File: config.mk
export PLATFORM = sky130hd
export DESIGN_NAME = websocket_frame_deframer
export DESIGN_NICKNAME = d
export VERILOG_FILES = /design/src/sv/wsd_pkg.sv /design/src/sv/websocket_frame_deframer.sv /design/src/sv/wsd_parse.sv /design/src/sv/wsd_out_reg.sv
export SDC_FILE = /design/constraint.sdc
export NUM_CORES = 1
export LEC_CHECK = 0
export BUFFER_PORTS_ARGS = -buffer_cell sky130_fd_sc_hd__buf_2
export CORE_MARGIN = 2
export CORE_UTILIZATION = 35
export CTS_BUF_LIST = sky130_fd_sc_hd__clkbuf_8
export DETAILED_ROUTE_END_ITERATION = 10
export PLACE_DENSITY_LB_ADDON = 0.3
export SYNTH_ARGS = -nofsm -noshare
export SYNTH_HDL_FRONTEND = slang
export SYNTH_SLANG_ARGS = --single-unit
File: constraint.sdc
create_clock -name clk -period 5.93 [get_ports clk]
set_input_delay 0 -clock clk [delete_from_list [all_inputs] [get_ports clk]]
set_output_delay 0 -clock clk [all_outputs]
set_load 0.005 [all_outputs]
File: src/sv/wsd_pkg.sv
package wsd_pkg;

	// width of the payload length counter
	localparam int unsigned LEN_BITS = 64;

	// header decoding constants
	localparam logic [7:0] HDR_FIN_BIT   = 8'h80;
	localparam logic [7:0] HDR_OP_MASK   = 8'h0F;
	localparam logic [7:0] HDR_LEN_MASK  = 8'h7F;
	localparam logic [6:0] LEN7_EXT16    = 7'd126;
	localparam logic [6:0] LEN7_EXT64    = 7'd127;
	localparam logic [2:0] EXT16_COUNT   = 3'd1;
	localparam logic [2:0] EXT64_COUNT   = 3'd7;
	localparam logic [15:0] CLOSE_DEFAULT = 16'd1000;

	// opcodes
	localparam logic [3:0] OP_TEXT   = 4'h1;
	localparam logic [3:0] OP_BINARY = 4'h2;
	localparam logic [3:0] OP_CLOSE  = 4'h8;
	localparam logic [3:0] OP_PING   = 4'h9;
	localparam logic [3:0] OP_PONG   = 4'hA;

	// frame end events
	localparam logic [2:0] EV_NONE    = 3'd0;
	localparam logic [2:0] EV_TEXT    = 3'd1;
	localparam logic [2:0] EV_BINARY  = 3'd2;
	localparam logic [2:0] EV_CLOSE   = 3'd3;
	localparam logic [2:0] EV_PING    = 3'd4;
	localparam logic [2:0] EV_PONG    = 3'd5;
	localparam logic [2:0] EV_IGNORED = 3'd6;

	typedef enum logic [2:0] {
		PH_HDR0 = 3'd0,
		PH_HDR1 = 3'd1,
		PH_EXT  = 3'd2,
		PH_MASK = 3'd3,
		PH_DATA = 3'd4
	} phase_t;

	typedef struct packed {
		logic        has_data;
		logic [7:0]  data_byte;
		logic [3:0]  frame_opcode;
		logic        fin_flag;
		logic        frame_last;
		logic [2:0]  frame_event;
		logic [15:0] close_code;
	} result_t;

	function automatic logic [2:0] event_of(input logic [3:0] op);
		logic [2:0] ev;
		case (op)
			OP_TEXT:   ev = EV_TEXT;
			OP_BINARY: ev = EV_BINARY;
			OP_CLOSE:  ev = EV_CLOSE;
			OP_PING:   ev = EV_PING;
			OP_PONG:   ev = EV_PONG;
			default:   ev = EV_IGNORED;
		endcase
		return ev;
	endfunction

	function automatic logic is_data_op(input logic [3:0] op);
		return (op == OP_TEXT) || (op == OP_BINARY) || (op == OP_CLOSE);
	endfunction

endpackage

File: src/sv/websocket_frame_deframer.sv
// WebSocket (RFC 6455) receive deframer. One received byte per cycle goes in on
// in_valid/in_stall; each byte is held in an input register while it is parsed,
// its word goes to the output register, and the block sustains one byte per cycle
// unless stalled. Header bytes, mask keys and the payload of ping, pong,
// continuation and unknown frames give no output word; text, binary and close
// payload bytes come out unmasked with has_data set, and every frame ends with
// exactly one word flagged frame_last carrying its frame_event (a zero-length
// frame reports on its last header byte). close_code follows the first two
// close payload bytes and reads 1000 until both have arrived. in_stall rises
// only when a byte in the input register would give a word while the output
// register is full and stalled.
module websocket_frame_deframer import wsd_pkg::*; (
	input  logic        clk,
	input  logic        arst_n,
	input  logic        in_valid,
	output logic        in_stall,
	input  logic [7:0]  rx_byte,
	output logic        out_valid,
	input  logic        out_stall,
	output logic        has_data,
	output logic [7:0]  data_byte,
	output logic [3:0]  frame_opcode,
	output logic        fin_flag,
	output logic        frame_last,
	output logic [2:0]  frame_event,
	output logic [15:0] close_code
);

	logic       valid_s1;
	logic [7:0] byte_s1;
	logic       res_valid;
	result_t    res;
	result_t    out_res;
	logic       out_ready;
	logic       advance;
	logic       fire;
	logic       in_take;

	// the byte in the input register moves on unless its word is blocked
	assign advance  = !res_valid || out_ready;
	assign fire     = valid_s1 && advance;
	assign in_stall = valid_s1 && !advance;
	assign in_take  = in_valid && !in_stall;

	// input register
	always_ff @(posedge clk or negedge arst_n) begin
		if (!arst_n) begin
			valid_s1 <= 1'b0;
		end else if (in_take) begin
			valid_s1 <= 1'b1;
		end else if (fire) begin
			valid_s1 <= 1'b0;
		end
	end

	always_ff @(posedge clk) begin
		if (in_take) begin
			byte_s1 <= rx_byte;
		end
	end

	wsd_parse u_parse (
		.clk       (clk),
		.arst_n    (arst_n),
		.fire      (fire),
		.byte_s1   (byte_s1),
		.res_valid (res_valid),
		.res       (res)
	);

	wsd_out_reg u_out (
		.clk       (clk),
		.arst_n    (arst_n),
		.load      (fire && res_valid),
		.res       (res),
		.out_stall (out_stall),
		.ready     (out_ready),
		.out_valid (out_valid),
		.out_res   (out_res)
	);

	// output fields
	assign has_data     = out_res.has_data;
	assign data_byte    = out_res.data_byte;
	assign frame_opcode = out_res.frame_opcode;
	assign fin_flag     = out_res.fin_flag;
	assign frame_last   = out_res.frame_last;
	assign frame_event  = out_res.frame_event;
	assign close_code   = out_res.close_code;

`ifndef SYNTHESIS
	// an event is only reported on the last word of a frame
	a_event_last: assert property (@(posedge clk) disable iff (!arst_n)
		out_valid && frame_event != EV_NONE |-> frame_last)
		else $error("frame event outside frame end");

	// a word without data is always a frame end with a clear data byte
	a_nodata_last: assert property (@(posedge clk) disable iff (!arst_n)
		out_valid && !has_data |-> frame_last && data_byte == 8'h00)
		else $error("empty word not at frame end");

	// payload bytes only come from text, binary or close frames
	a_data_op: assert property (@(posedge clk) disable iff (!arst_n)
		out_valid && has_data |->
			frame_opcode == OP_TEXT || frame_opcode == OP_BINARY ||
			frame_opcode == OP_CLOSE)
		else $error("payload byte from control frame");

	// close code is zero outside close frames
	a_close_code: assert property (@(posedge clk) disable iff (!arst_n)
		out_valid && frame_opcode != OP_CLOSE |-> close_code == 16'd0)
		else $error("close code on non-close frame");

	// a stalled input register only holds while the output is blocked
	a_stall_cause: assert property (@(posedge clk) disable iff (!arst_n)
		in_stall |-> out_valid && out_stall)
		else $error("input stalled without output back-pressure");
`endif

endmodule

File: src/sv/wsd_parse.sv
module wsd_parse import wsd_pkg::*; (
	input  logic          clk,
	input  logic          arst_n,
	input  logic          fire,
	input  logic [7:0]    byte_s1,
	output logic          res_valid,
	output result_t       res
);

	phase_t               phase_q, phase_d;
	logic [3:0]           opcode_q, opcode_d;
	logic                 fin_q, fin_d;
	logic                 masked_q, masked_d;
	logic [LEN_BITS-1:0]  rem_q, rem_d;
	logic [2:0]           ext_cnt_q, ext_cnt_d;
	logic [31:0]          key_q, key_d;
	logic [1:0]           idx_q, idx_d;
	logic [1:0]           seen_q, seen_d;
	logic [15:0]          code_q, code_d;

	logic [6:0]           len7;
	logic [7:0]           key_byte;
	logic [7:0]           plain;
	logic [LEN_BITS-1:0]  rem_dec;
	logic                 hdr_end;
	logic                 data_last;

	assign len7    = byte_s1[6:0] & HDR_LEN_MASK[6:0];
	assign rem_dec = rem_q - LEN_BITS'(1);

	// key byte for the current payload position
	always_comb begin
		case (idx_q)
			2'd0:    key_byte = key_q[31:24];
			2'd1:    key_byte = key_q[23:16];
			2'd2:    key_byte = key_q[15:8];
			default: key_byte = key_q[7:0];
		endcase
	end

	assign plain = masked_q ? (byte_s1 ^ key_byte) : byte_s1;

	// next state and result for the word in the input register
	always_comb begin
		phase_d   = phase_q;
		opcode_d  = opcode_q;
		fin_d     = fin_q;
		masked_d  = masked_q;
		rem_d     = rem_q;
		ext_cnt_d = ext_cnt_q;
		key_d     = key_q;
		idx_d     = idx_q;
		seen_d    = seen_q;
		code_d    = code_q;
		hdr_end   = 1'b0;
		data_last = 1'b0;
		res_valid = 1'b0;
		res       = '0;

		case (phase_q)
			PH_HDR0: begin
				fin_d    = (byte_s1 & HDR_FIN_BIT) != 8'h00;
				opcode_d = byte_s1[3:0] & HDR_OP_MASK[3:0];
				phase_d  = PH_HDR1;
			end
			PH_HDR1: begin
				masked_d = byte_s1[7];
				key_d    = '0;
				idx_d    = '0;
				seen_d   = '0;
				code_d   = CLOSE_DEFAULT;
				rem_d    = '0;
				if (len7 == LEN7_EXT16) begin
					ext_cnt_d = EXT16_COUNT;
					phase_d   = PH_EXT;
				end else if (len7 == LEN7_EXT64) begin
					ext_cnt_d = EXT64_COUNT;
					phase_d   = PH_EXT;
				end else begin
					rem_d = LEN_BITS'(len7);
					if (byte_s1[7]) begin
						phase_d = PH_MASK;
					end else begin
						hdr_end = 1'b1;
					end
				end
			end
			PH_EXT: begin
				rem_d = {rem_q[LEN_BITS-9:0], byte_s1};
				if (ext_cnt_q == 3'd0) begin
					if (masked_q) begin
						idx_d   = '0;
						phase_d = PH_MASK;
					end else begin
						hdr_end = 1'b1;
					end
				end else begin
					ext_cnt_d = ext_cnt_q - 3'd1;
				end
			end
			PH_MASK: begin
				key_d = {key_q[23:0], byte_s1};
				idx_d = idx_q + 2'd1;
				if (idx_q == 2'd3) begin
					hdr_end = 1'b1;
				end
			end
			PH_DATA: begin
				idx_d     = idx_q + 2'd1;
				rem_d     = rem_dec;
				data_last = rem_dec == '0;
				if (data_last) begin
					phase_d = PH_HDR0;
				end
				if (opcode_q == OP_CLOSE && seen_q < 2'd2) begin
					if (seen_q == 2'd0) begin
						code_d = {plain, 8'h00};
					end else begin
						code_d = {code_q[15:8], plain};
					end
					seen_d = seen_q + 2'd1;
				end
				if (is_data_op(opcode_q)) begin
					res_valid     = 1'b1;
					res.has_data  = 1'b1;
					res.data_byte = plain;
				end else if (data_last) begin
					res_valid = 1'b1;
				end
			end
			default: begin
				phase_d = PH_HDR0;
			end
		endcase

		// header finished: zero length reports now, otherwise payload follows
		if (hdr_end) begin
			if (rem_d == '0) begin
				phase_d   = PH_HDR0;
				res_valid = 1'b1;
			end else begin
				phase_d = PH_DATA;
			end
		end

		// common result fields
		res.frame_opcode = opcode_q;
		res.fin_flag     = fin_q;
		res.frame_last   = hdr_end || data_last;
		res.frame_event  = res.frame_last ? event_of(opcode_q) : EV_NONE;
		if (opcode_q != OP_CLOSE) begin
			res.close_code = '0;
		end else if (seen_d == 2'd2) begin
			res.close_code = code_d;
		end else begin
			res.close_code = CLOSE_DEFAULT;
		end
	end

	// parser state
	always_ff @(posedge clk or negedge arst_n) begin
		if (!arst_n) begin
			phase_q   <= PH_HDR0;
			opcode_q  <= '0;
			fin_q     <= 1'b0;
			masked_q  <= 1'b0;
			rem_q     <= '0;
			ext_cnt_q <= '0;
			key_q     <= '0;
			idx_q     <= '0;
			seen_q    <= '0;
			code_q    <= CLOSE_DEFAULT;
		end else if (fire) begin
			phase_q   <= phase_d;
			opcode_q  <= opcode_d;
			fin_q     <= fin_d;
			masked_q  <= masked_d;
			rem_q     <= rem_d;
			ext_cnt_q <= ext_cnt_d;
			key_q     <= key_d;
			idx_q     <= idx_d;
			seen_q    <= seen_d;
			code_q    <= code_d;
		end
	end

endmodule

File: src/sv/wsd_out_reg.sv
module wsd_out_reg import wsd_pkg::*; (
	input  logic    clk,
	input  logic    arst_n,
	input  logic    load,
	input  result_t res,
	input  logic    out_stall,
	output logic    ready,
	output logic    out_valid,
	output result_t out_res
);

	logic    valid_q;
	result_t res_q;

	// register can take a new word when empty or being drained
	assign ready = !valid_q || !out_stall;

	always_ff @(posedge clk or negedge arst_n) begin
		if (!arst_n) begin
			valid_q <= 1'b0;
		end else if (load) begin
			valid_q <= 1'b1;
		end else if (!out_stall) begin
			valid_q <= 1'b0;
		end
	end

	// payload, no reset
	always_ff @(posedge clk) begin
		if (load) begin
			res_q <= res;
		end
	end

	assign out_valid = valid_q;
	assign out_res   = res_q;

endmodule
=== Yosys cells after proc, flatten, opt, wreduce, memory -nomap -nowiden ===
Cells that the tools add are included.

* Register bits after elaboration: 172
* Bits of input ports: 12

* Magnitude comparators: 1
* Reduce and logical (&&, ||, !) cells: 34
* Bitwise logic cells: 2
* Equality and inequality tests: 26
* Mux-type cells: 47
* Add/subtract/negate cells: 4

{| class="wikitable"
|+ Operators by type and width
! cell !! number
|-
| one-hot mux 64 bit (3 select lines) || 1
|-
| logical NOT 64 bit || 2
|-
| two-way mux 64 bit || 1
|-
| one-hot mux 32 bit (2 select lines) || 1
|-
| subtractor 64 x 1 -> 64 bit, second input constant || 1
|-
| two-way mux 3 bit || 11
|-
| two-way mux 16 bit || 2
|-
| one-hot mux 16 bit (2 select lines) || 1
|-
| one-hot mux 3 bit (5 select lines) || 2
|-
| one-hot mux 8 bit (3 select lines) || 1
|-
| two-way mux 1 bit || 16
|-
| == test 7 bit, second input constant || 2
|-
| == test 4 bit, second input constant || 3
|-
| inequality test 3 x 1 -> 1 bit, second input constant || 4
|-
| two-way mux 10 bit || 1
|-
| two-way mux 9 bit || 1
|-
| two-way mux 8 bit || 1
|-
| inequality test 2 x 1 -> 1 bit, second input constant || 4
|-
| AND reduction 2 bit || 4
|-
| AND reduction 4 bit || 2
|-
| XOR 8 bit || 1
|-
| two-way mux 7 bit || 1
|-
| == test 2 bit, second input constant || 3
|-
| == test 3 x 2 -> 1 bit, second input constant || 2
|-
| other kinds (26) || 46
|}

=== Logic depth before layout (Yosys ltp) ===
* Word-level depth: 14
* Depth in mapped cells: 17
* Mapped depth without buffers: 13

=== Modules after synthesis ===
Synthesis repeated with hierarchy kept, for this count alone.

* Cell total of the unflattened synthesis: 1458
* Area total of the unflattened synthesis: 12107.9 µm²

{| class="wikitable"
|+ By module, submodules not included
! module !! cells each !! area each (µm²) !! instances !! seq. area each (µm²)
|-
| wsd_parse || 1405 || 10730.3 || 1 || 3210.6
|-
| wsd_out_reg || 37 || 1057.3 || 1 || 1046.0
|-
| websocket_frame_deframer || 16 || 320.3 || 1 || 265.3
|}

=== Worst setup path after synthesis ===
No wires, ideal clock.

* Path type: flip-flop to flip-flop
* Start: register u_parse.rem_q[0]
* End: register u_out.res_q, in the netlist u_out.out_res[0], enable pin
* Clock period less this slack: 5.296 ns
* Library setup time: 0.437 ns
* Cell stages (with the launch flop): 15
* Arrival: 4.859 ns
* Setup slack: 0.634 ns
* Cells stage by stage: dfrtp_1 -> clkbuf_1 -> inv_1 -> ha_1 -> nor4b_2 -> nand4_1 -> or3_1 -> o21a_1 -> nor4_1 -> nand4_1 -> a2111oi_0 -> nor3b_1 -> or3b_1 -> nand2_1 -> a21oi_1

* Longest elaborated chain between the ends: 11
* Elaborated cells between the ends (all ways): 13
* Those cells by class: add/sub: 1; mux: 6; reduce/logical: 6

{| class="wikitable"
|+ Ends and longest elaborated chain
! element !! line !! text
|-
| from (decl) || wsd_parse.sv:14 || <nowiki>logic [LEN_BITS-1:0] rem_q, rem_d;</nowiki>
|-
| from (signal assigned) || wsd_parse.sv:178 || <nowiki>rem_q <= rem_d;</nowiki>
|-
| subtractor 64 x 1 -> 64 bit || wsd_parse.sv:29 || <nowiki>assign rem_dec = rem_q - LEN_BITS'(1);</nowiki>
|-
| logical NOT 64 bit || wsd_parse.sv:111 || <nowiki>data_last = rem_dec == '0;</nowiki>
|-
| two-way mux 1 bit || wsd_parse.sv:127 || <nowiki>end else if (data_last) begin</nowiki>
|-
| two-way mux 1 bit || wsd_parse.sv:123 || <nowiki>if (is_data_op(opcode_q)) begin</nowiki>
|-
| two-way mux 1 bit || wsd_parse.sv:60 || <nowiki>case (phase_q)</nowiki>
|-
| two-way mux 1 bit || wsd_parse.sv:138 || <nowiki>if (rem_d == '0) begin</nowiki>
|-
| two-way mux 1 bit (*) || wsd_parse.sv:137 || <nowiki>if (hdr_end) begin</nowiki>
|-
| logical NOT 1 bit || websocket_frame_deframer.sv:40 || <nowiki>assign advance = !res_valid || out_ready;</nowiki>
|-
| logical OR 1 bit || websocket_frame_deframer.sv:40 ||
|-
| logical AND 1 bit || websocket_frame_deframer.sv:41 || <nowiki>assign fire = valid_s1 && advance;</nowiki>
|-
| logical AND 1 bit (*) || websocket_frame_deframer.sv:74 || <nowiki>.load (fire && res_valid),</nowiki>
|-
| net u_out.load || wsd_out_reg.sv:4 || <nowiki>input logic load,</nowiki>
|-
| to (signal assigned) || wsd_out_reg.sv:31 || <nowiki>res_q <= res;</nowiki>
|-
| to (decl) || wsd_out_reg.sv:13 || <nowiki>result_t res_q;</nowiki>
|}

Mark *: on every way through the listed nets, which the timed path passes. The rest lies on a longest branch.
A chain may end at the register's enable or synchronous reset.

=== Final worst setup path ===
* Start: register u_parse.rem_q[7]
* End: register u_parse.rem_q[2]

* Longest elaborated chain between the ends: 10
* Elaborated cells between the ends (all ways): 12
* Those cells by class: add/sub: 1; mux: 6; reduce/logical: 5

{| class="wikitable"
|+ Ends and longest elaborated chain
! element !! line
|-
| subtractor 64 x 1 -> 64 bit || wsd_parse.sv:29
|-
| logical NOT 64 bit || wsd_parse.sv:111
|-
| two-way mux 1 bit || wsd_parse.sv:127
|-
| two-way mux 1 bit || wsd_parse.sv:123
|-
| two-way mux 1 bit || wsd_parse.sv:60
|-
| two-way mux 1 bit || wsd_parse.sv:138
|-
| two-way mux 1 bit (*) || wsd_parse.sv:137
|-
| logical NOT 1 bit (*) || websocket_frame_deframer.sv:40
|-
| logical OR 1 bit (*) || websocket_frame_deframer.sv:40
|-
| logical AND 1 bit (*) || websocket_frame_deframer.sv:41
|}

Every way passes the cells marked *; elsewhere a longest branch is shown, timed or not.

==> flow_summary.ini <==
[timing]
rsz0062_at_grt = false
period_share_pct = 94.30
setup_viol = 0
setup_ws_ns = 0.3380
slew_viol_final = 0
setup_tns_ns = 0
worst_slew_pin_slew_ns = 1.248
max_freq_mhz = 178.8
period_needed_ns = 5.592
finClkSkew_ns = 0.02771
hold_viol = 0
slew_headroom_pct = 16.20

[layout]
fin_nets = 1569
fin_cells = 2029
synthToLayoutAreaGrowth_pct = 11.61
drive_above_1_share_pct = 15.38

[yosys]
synth_cell_types = 94
synth_fp_nets = 1557
syn_area_mm2 = 0.01299
synth_compound_area_share_pct = 20.00
synth-seq-cells = 172
muxShareOfSynthArea_pct = 7.562
synth-xor-area-share_pct = 2.967
synth_flop_cell = dfrtp_1
ys_warn_count = 0
synthAdderAreaFrac_pct = 1.811
synth_simple_gate_area_share_pct = 26.01
async_flop_share_pct = 75.58
synth_edf_count = 42
synth_top_family_by_area = simple AND/OR/NAND/NOR gates
syn_avg_cell_area_um2 = 8.462
synth_seq_area_share_pct = 34.81
syn_inst = 1535

[cts]
cts_tree = done
clockBufferDepth = 2
clock_latency_ns = 0.51
clk_pin_slew_worst_paths_ns = 0.11
cts_setup_buffers = 0
ctsHtreeMaxLevel = 4
numCtsBuffers = 17
clockRootBuffer = clkbuf_8
clock_sinks = 172

[floorplanning]
pin_count = 48
core_area_mm2 = 0.03661
chipWidth_um = 196.6
initial_core_util_pct = 35.48
fp.dieH_um = 196.6
die-area_mm2 = 0.03867
fp-row-count = 70

[route]
routed_wirelength_um = 54060
ant_nets = 0
routed_via_density = 6.493
firstDrtPassIters = 6
drt_iter0_drc = 1591
wl_per_cell_um = 26.64
vias = 13174
drc = 0

[setup_path]
required_ns = 6.31
cp-endpoint = u_parse.rem_q[2]$_DFFE_PN0N_
r2r_cells = 11
crit_top_cell = nand4_1
end_kind = flop
rr_endpoint = u_parse.rem_q[2]$_DFFE_PN0N_
crit_path_cell_trace = nor2_1 > nand4_4 > nor3_4 > nand4_1 > xor2_1 > nand4_1 > or4_1 > o211a_1 > a22oi_4 > buf_12 > mux2_1
critPathTopFamily = simple AND/OR/NAND/NOR gates
crit_slowest_cell = nor3_4
critical_path_depth = 11
cp-start-kind = flop
slowest_delay_ns = 0.71
critPathKind = reg2reg
r2r_start = u_parse.rem_q[7]$_DFFE_PN0N_
critPathBufInv = 1
worst_ep_arrival_time_ns = 5.97
rrSetupSlack_ns = 0.34
path_max_fanout = 43
critPathLaunch = u_parse.rem_q[7]$_DFFE_PN0N_

[flow_run]
drv_cap = 0

[placement]
preCtsSetupSlack_ns = 0.3340
place.gp.congestion = 1.111
dp_hpwl_um = 38640
place_inst = 1984
io_buffer_count = 47

[hold_path]
hold_class = in2async

[pwr]
powerDensity_mw_per_mm2 = 569.6
vdd_drop_max_v = 0.0002619
power_mw = 8.257
p_leak_nw = 5.490

[grt]
grt_pass1_vias = 12487
grt_use_total_pct = 27.97
grt_pass1_wl_um = 81410
antenna_found_initial = 1
overflow = 0
grt_max_degree = 88

[status]
status = finished, final reports clean
-- cell usage in the layout (no fill, tap or decap), types with 14 or more instances in the layout --
| master | instances |
|---|---|
| nand2_1 | 134 |
| nor2_1 | 128 |
| dfrtp_1 | 121 |
| a21oi_1 | 79 |
| buf_4 | 73 |
| o21ai_0 | 72 |
| inv_1 | 68 |
| nor4_1 | 56 |
| nor3_1 | 55 |
| mux2i_1 | 52 |
| buf_2 | 46 |
| nand4_1 | 42 |
| edfxtp_1 | 42 |
| nand3_1 | 40 |
| a31oi_1 | 32 |
| mux2_2 | 29 |
| xnor2_1 | 27 |
| nor2b_1 | 20 |
| xor2_1 | 17 |
| or3_1 | 17 |
| clkbuf_8 | 17 |
| o22ai_1 | 16 |
| nand2b_1 | 14 |
-- Yosys cell counts, types with 40 or more instances --
master    number  share of area (%)
nand2_1      134                3.9
nor2_1       129                3.7
dfrtp_1      124                 24
clkbuf_1      96                2.8
a21oi_1       80                3.1
o21ai_0       72                2.8
inv_1         68                2.0
nor4_1        56                2.7
nor3_1        55                2.1
mux2i_1       52                4.0
edfxtp_1      42                9.7
nand4_1       42                2.0
nand3_1       40                1.5
-- logic make-up after synthesis --
group,after synthesis
compound gates,381
xor+xnor,44
fa+ha+maj,21
buf+inv,214
flops,172
mux,93
simple gates,610
-- worst register-to-register path, stage by stage, from the launching register on --
cell     delay, ns
dfrtp_1       0.57
nor2_1        0.70
nand4_4       0.48
nor3_4        0.72
nand4_1       0.27
xor2_1        0.49
nand4_1       0.26
or4_1         0.63
o211a_1       0.28
a22oi_4       0.35
buf_12        0.30
mux2_1        0.40
-- repair_timing --
item,CTS,global route
hold endpoints to repair,74,0
hold buffers,12,0
endpoints found under the setup margin,0,1
resized for setup,0,1
-- routing by layer --
layer | vias up | part of all wire (%) | GRT usage, %
met2 | 788 | 43 | 41.46
met3 | 166 | 9.5 | 6.468
met4 | 0 | 5.0 | 14.51
met5 | - | 0 | 0
li1 | 5754 | - | -
met1 | 6466 | 42 | 38.05
-- area by class of cell --
| type | instances | area (um^2) |
|---|---|---|
| Antenna cell | 1 | 2.502 |
| Clock buffer | 17 | 234.0 |
| Clock inverter | 15 | 237.7 |
| Fill cell | 3753 | 22110 |
| Inverter | 69 | 259.0 |
| Multi-Input combinational cell | 1149 | 7622 |
| Sequential cell | 172 | 4526 |
| Tap cell | 468 | 585.6 |
| Timing Repair Buffer | 138 | 1030 |
-- registers in the layout, indices dropped and copies added, names as in the netlist --
name / count
byte_s1: 8
u_out.out_res: 34
u_out.out_valid: 1
u_parse.code_q: 16
u_parse.ext_cnt_q: 3
u_parse.fin_q: 1
u_parse.idx_q: 2
u_parse.key_q: 32
u_parse.masked_q: 1
u_parse.opcode_q: 4
u_parse.phase_q: 3
u_parse.rem_q: 64
u_parse.seen_q: 2
valid_s1: 1
-- per-stage QoR --
stage	area, um^2	util, %	hold slack (ns)
after floorplan	12990	-	-0.2956
after global placement	13890	37.95	0.06080
after detailed placement	13890	37.95	0.04505
after CTS	14490	39.57	0.06426
after global routing	14490	39.59	0.1023
final	14500	39.60	0.04608
-- worst min-delay path by stage --
stage / from / end / slack [ns] / cells after the start
after detailed placement: arst_n / u_parse.key_q[21]$_DFFE_PN0P_ / 0.05 / 1
after CTS: arst_n / u_parse.key_q[29]$_DFFE_PN0P_ / 0.06 / 2
after floorplan: arst_n / u_out.out_valid$_DFFE_PN0P_ / -0.30 / 0
after global routing: arst_n / u_parse.key_q[29]$_DFFE_PN0P_ / 0.10 / 2
final: arst_n / u_parse.key_q[29]$_DFFE_PN0P_ / 0.05 / 2
after global placement: arst_n / u_parse.key_q[21]$_DFFE_PN0P_ / 0.06 / 1
-- report_power, final --
group | switching (mW) | internal [mW] | total [mW]
sequential | 0.781 | 1.60 | 2.39
combinational | 3.08 | 1.80 | 4.89
clock | 0.571 | 0.413 | 0.984
Power figures use the tool's default switching activity.
